File: src/rtl/core/dhti_ram.sv
// Generic single-write, single-read RAM with registered read data.
`default_nettype none

module dhti_ram #(
   parameter int WIDTH = 8,
   parameter int DEPTH = 16
) (
   input  wire logic                     clock,
   input  wire logic                     we,
   input  wire logic [$clog2(DEPTH)-1:0] waddr,
   input  wire logic [WIDTH-1:0]         wdata,
   input  wire logic [$clog2(DEPTH)-1:0] raddr,
   output logic      [WIDTH-1:0]         rdata
);

   logic [WIDTH-1:0] mem_ff [DEPTH];
   logic [WIDTH-1:0] rdata_ff;

   always_ff @(posedge clock) begin
      if (we) begin
         mem_ff[waddr] <= wdata;
      end
      rdata_ff <= mem_ff[raddr];
   end

   assign rdata = rdata_ff;

endmodule

`default_nettype wire

File: config.mk
export PLATFORM = sky130hd
export DESIGN_NAME = dhti_ram
export DESIGN_NICKNAME = d
export VERILOG_FILES = /design/src/rtl/core/dhti_ram.sv
export SDC_FILE = /design/constraint.sdc
export NUM_CORES = 1
export LEC_CHECK = 0
export BUFFER_PORTS_ARGS = -buffer_cell sky130_fd_sc_hd__buf_2
export CORE_ASPECT_RATIO = 0.8
export CORE_MARGIN = 5
export CORE_UTILIZATION = 40
export DETAILED_ROUTE_END_ITERATION = 8
export PLACE_DENSITY_LB_ADDON = 0.08
export SETUP_SLACK_MARGIN = 0.02
export SLEW_MARGIN = 20
export SYNTH_ARGS = -nofsm -noshare
export SYNTH_HDL_FRONTEND = slang
export SYNTH_SLANG_ARGS = --single-unit
File: constraint.sdc
create_clock -name clock -period 4.7 [get_ports clock]
set_input_delay 0.705 -clock clock [delete_from_list [all_inputs] [get_ports clock]]
set_output_delay 0.705 -clock clock [all_outputs]
set_load 0.005 [all_outputs]
Word-level counts from Yosys, hierarchy flattened
Memories as Yosys holds them, arrays and structs flattened. A register that Yosys moved wholly into a read port is not among the register bits. Index checks and enable logic that the tools add are counted.

Flip-flop bits (word level): 0. RAM bits: 128. Logic and storage cells: 3. Memories kept: 1.

Multiplexer cells: 2.

Memory list: mem_ff (depth 16, width 8, read ports 1, clocked after memory_dff 1, write ports 1, RTL line 16) `logic [WIDTH-1:0] mem_ff [DEPTH];`.

Operators by type and width (count): 1-bit two-way mux (2).

Depth between registers and ports, before layout
Depth after elaboration: 2. Mapped depth: 5. Gate-level depth less buffers: 3.

Worst setup path before layout
Ideal clock, no wire load.

Path kind: input-to-reg. Start point: input waddr[2]. End point: memory mem_ff[0][0], enable pin. Setup time: 0.383 ns. Arrival: 1.815 ns. Required time: 4.317 ns. Setup slack: 2.502 ns. Stages: 2. Path buffers: 0. Cells stage by stage: or3b_2 nor3_1.

RTL lines: from (decl) (RTL line 10) `input wire logic [$clog2(DEPTH)-1:0] waddr,`; to (decl) (RTL line 16).

No word-level cell before the write port.

==> results by group <==
Final layout
  – Layout Nets: 286
  – Fin util: 47.9%
  – # diodes: 0
  – Final Cell Area: 6090 µm²
  – P&R area growth vs syn: 18.4%
  – Share of cells above drive strength 1: a little under 30%

Route
  – Post-DR vias/cell: 5.08
  – Drt total wl: 10.4 mm
  – Routed wire per std cell: 22.8 µm
  – M1 WL: 5.01 mm
  – Drt pass-1 iters: 4
  – Initial DRC count: 158
  – Post-route ant nets: 0
  – Vias: 2317
  – Residual DRC: 0
  – Highest routed layer: met4
  – Met2 routed wirelength: around 4.9 mm
  – WL met3: 346 µm

Logic synthesis
  – Number of flops mapped to enable cells by yosys: between 100 and 150
  – Post-Synthesis Cells: 229
  – Synth Register Bits: 136
  – Largest area contributor in the netlist: edfxtp_1
  – Top post-synthesis cells by count: edfxtp_1 (128), mux4_2 (18), a22oi_1 (16)
  – Most frequent cell after synthesis: edfxtp_1
  – Syn_nets: between 200 and 250
  – Syn avg cell area: between 20 and 25 µm²
  – Top-area cell type share of the netlist area: 74.7%
  – Library cells used by synthesis: 19
  – Post-synth top flop: edfxtp_1
  – Top cells by area, synth: edfxtp_1 (75%), mux4_2 (7.9%), mux4_1 (7.1%)
  – Synthesized area: 5150 µm²
  – Asr flop ratio synth: 0%
  – Yosys Warn Count: 0
  – Sequential fraction of the synthesis area: 77.8%

Place
  – Placed inst area: ~5400 µm²
  – Port bufs: 25
  – Hpwl dp: 6.39 mm
  – Gpl congestion: 0.708

Clocking
  – Clock tree buffer depth: 2
  – Setup bufs post-CTS: 0
  – CTS H-tree lvls: 4
  – Worst-path clk slew: ~0.060 ns
  – Hold_buf cts: 0
  – Post_cts resized: 0
  – CTS Sinks: 136
  – CTS Buf Count: 17
  – Skew-Pair Late Insertion Delay: around 0.4 ns
  – CTS tree: built
  – Root cell of the clock tree: clkbuf_16

GRT
  – GRT Total Usage: 15.0%
  – Vias in the first global route: 2461
  – Largest net degree at the start of global routing: 33
  – GRT overflow: 0
  – Initial antenna violation count: 0
  – First-pass GRT wire length: about 16 mm

Worst setup path
  – Startpoint Class: input pin
  – Worst-path fanout max: 24
  – Critical Path AT: between 2 and 3 ns
  – R2R setup slack: ~3.3 ns
  – Crit path required time: ~5 ns
  – CP endpoint kind: register
  – WS Path Type: in2reg

Timing
  – Max Slew Vio Count: 0
  – Tcrit/Tclk final: 47.9%
  – RSZ-0062 raised after global routing: no
  – Min cycle time layout: 2.25 ns
  – Setup TNS: 0 ns
  – Worst slew pin tran: ~1.0 ns
  – Worst clock skew: roughly 0.007 ns
  – Slew Limit Headroom: 32.3%
  – F_max: ~0.44 GHz
  – Fin. Hold Viols: 0
  – Setup-failing EPs final: 0
  – Hold slack: 0.670 ns

Floorplan
  – Core area: around 13000 µm²
  – Die width: 137 µm
  – Row count: 37
  – IO Pins: 26
  – Die area: 15300 µm²
  – Die height: 111 µm
  – Initial core utilization: 40.4%

Hold path
  – Hold Crit Class: reg2reg

Power and ir drop
  – Clock network fraction of total power: 49.4%
  – Share of power burned in registers: between 40% and 50%
  – Switching Power: between 500 and 600 µW
  – Gate power share: 4.1%
  – PwrDens: approximately 480 nW/µm²
  – VDD IR max: 0.231 mV
  – Cell internal pwr: 2350 µW
  – Leak: approximately 0.002 µW
  – Switching share of power: 19.8%

Status
  – Status: complete, no violations

Flow run
  – Max Cap Viol: 0
-- worst max-delay path, cell delays in order --
cell	delay (ns)
buf_2	0.63
buf_4	0.35
mux4_1	0.56
a22oi_1	0.22
nand2_1	0.07
-- power groups by stage --
stage / clock network (µW) / registers, µW / logic (µW)
3_5_place_dp: 0 / 1390 / 124
4_1_cts: 1470 / 1360 / 124
5_1_grt: 1530 / 1370 / 132
3_3_place_gp: 0 / 1390 / 122
2_1_floorplan: 0 / 1390 / 68.8
6_report: 1450 / 1360 / 120
-- flip-flops by register name, indices dropped and copies added (netlist names) --
register / flops
mem_ff: 128
rdata: 8
-- cell usage in the layout, fill, tap and decap left out, drive strengths merged --
master    instances
dfxtp             8
edfxtp          128
or3b              1
nand2             9
bufinv            5
and2              1
mux4             32
nor2             13
nor2b             1
a22oi            16
inv               2
nand3b            2
nor3              4
clkinv            4
nand3             1
clkbuf           17
clkinvlp          4
nand2b            2
buf              30
and2b             1
-- logic make-up (layout without fill, tap and decap cells) --
logic type,after synthesis,count (layout),share of synthesized area [%]
DFF,136,136,77.8
and+or+nand+nor,35,35,3.18
muxes,32,32,15.0
AOI/OAI and AO/OA,16,16,2.33
buffers and inverters,10,62,1.68
-- metal layers --
layer / global-route usage [%] / vias up
li1: - / 1051
met1: 21.5 / 1222
met2: 22.0 / 33
met3: 4.92 / 11
met4: 4.79 / 0
met5: 0 / -
-- path summary, 6_finish.rpt --
kind                                         startpoint                to  cells past startpoint
worst min register to register  mem_ff[15][3]$_DFFE_PP_  rdata[3]$_DFF_P_                      3
worst max-delay path                           raddr[0]  rdata[1]$_DFF_P_                      5
worst min-delay path            mem_ff[15][3]$_DFFE_PP_  rdata[3]$_DFF_P_                      3
worst max register to register   mem_ff[1][3]$_DFFE_PP_  rdata[3]$_DFF_P_                      3
-- layout make-up --
| class | count | area, µm² |
|---|---|---|
| Clock buffer | 17 | 425 |
| Fill cell | 1058 | 6640 |
| Multi-Input combinational cell | 83 | 1060 |
| Timing Repair Buffer | 30 | 163 |
| Clock inverter | 15 | 225 |
| Sequential cell | 136 | 4000 |
| Tap cell | 175 | 219 |
-- per-stage QoR --
step,worst slack [ns],std cells,total power (µW)
after floorplan,2.50,229,1460
after global placement,1.93,424,1510
after detailed placement,1.93,424,1510
after CTS,2.36,456,2960
after global routing,2.24,456,3030
final,2.45,456,2930
No activity file was read; power rests on OpenSTA's default activity.
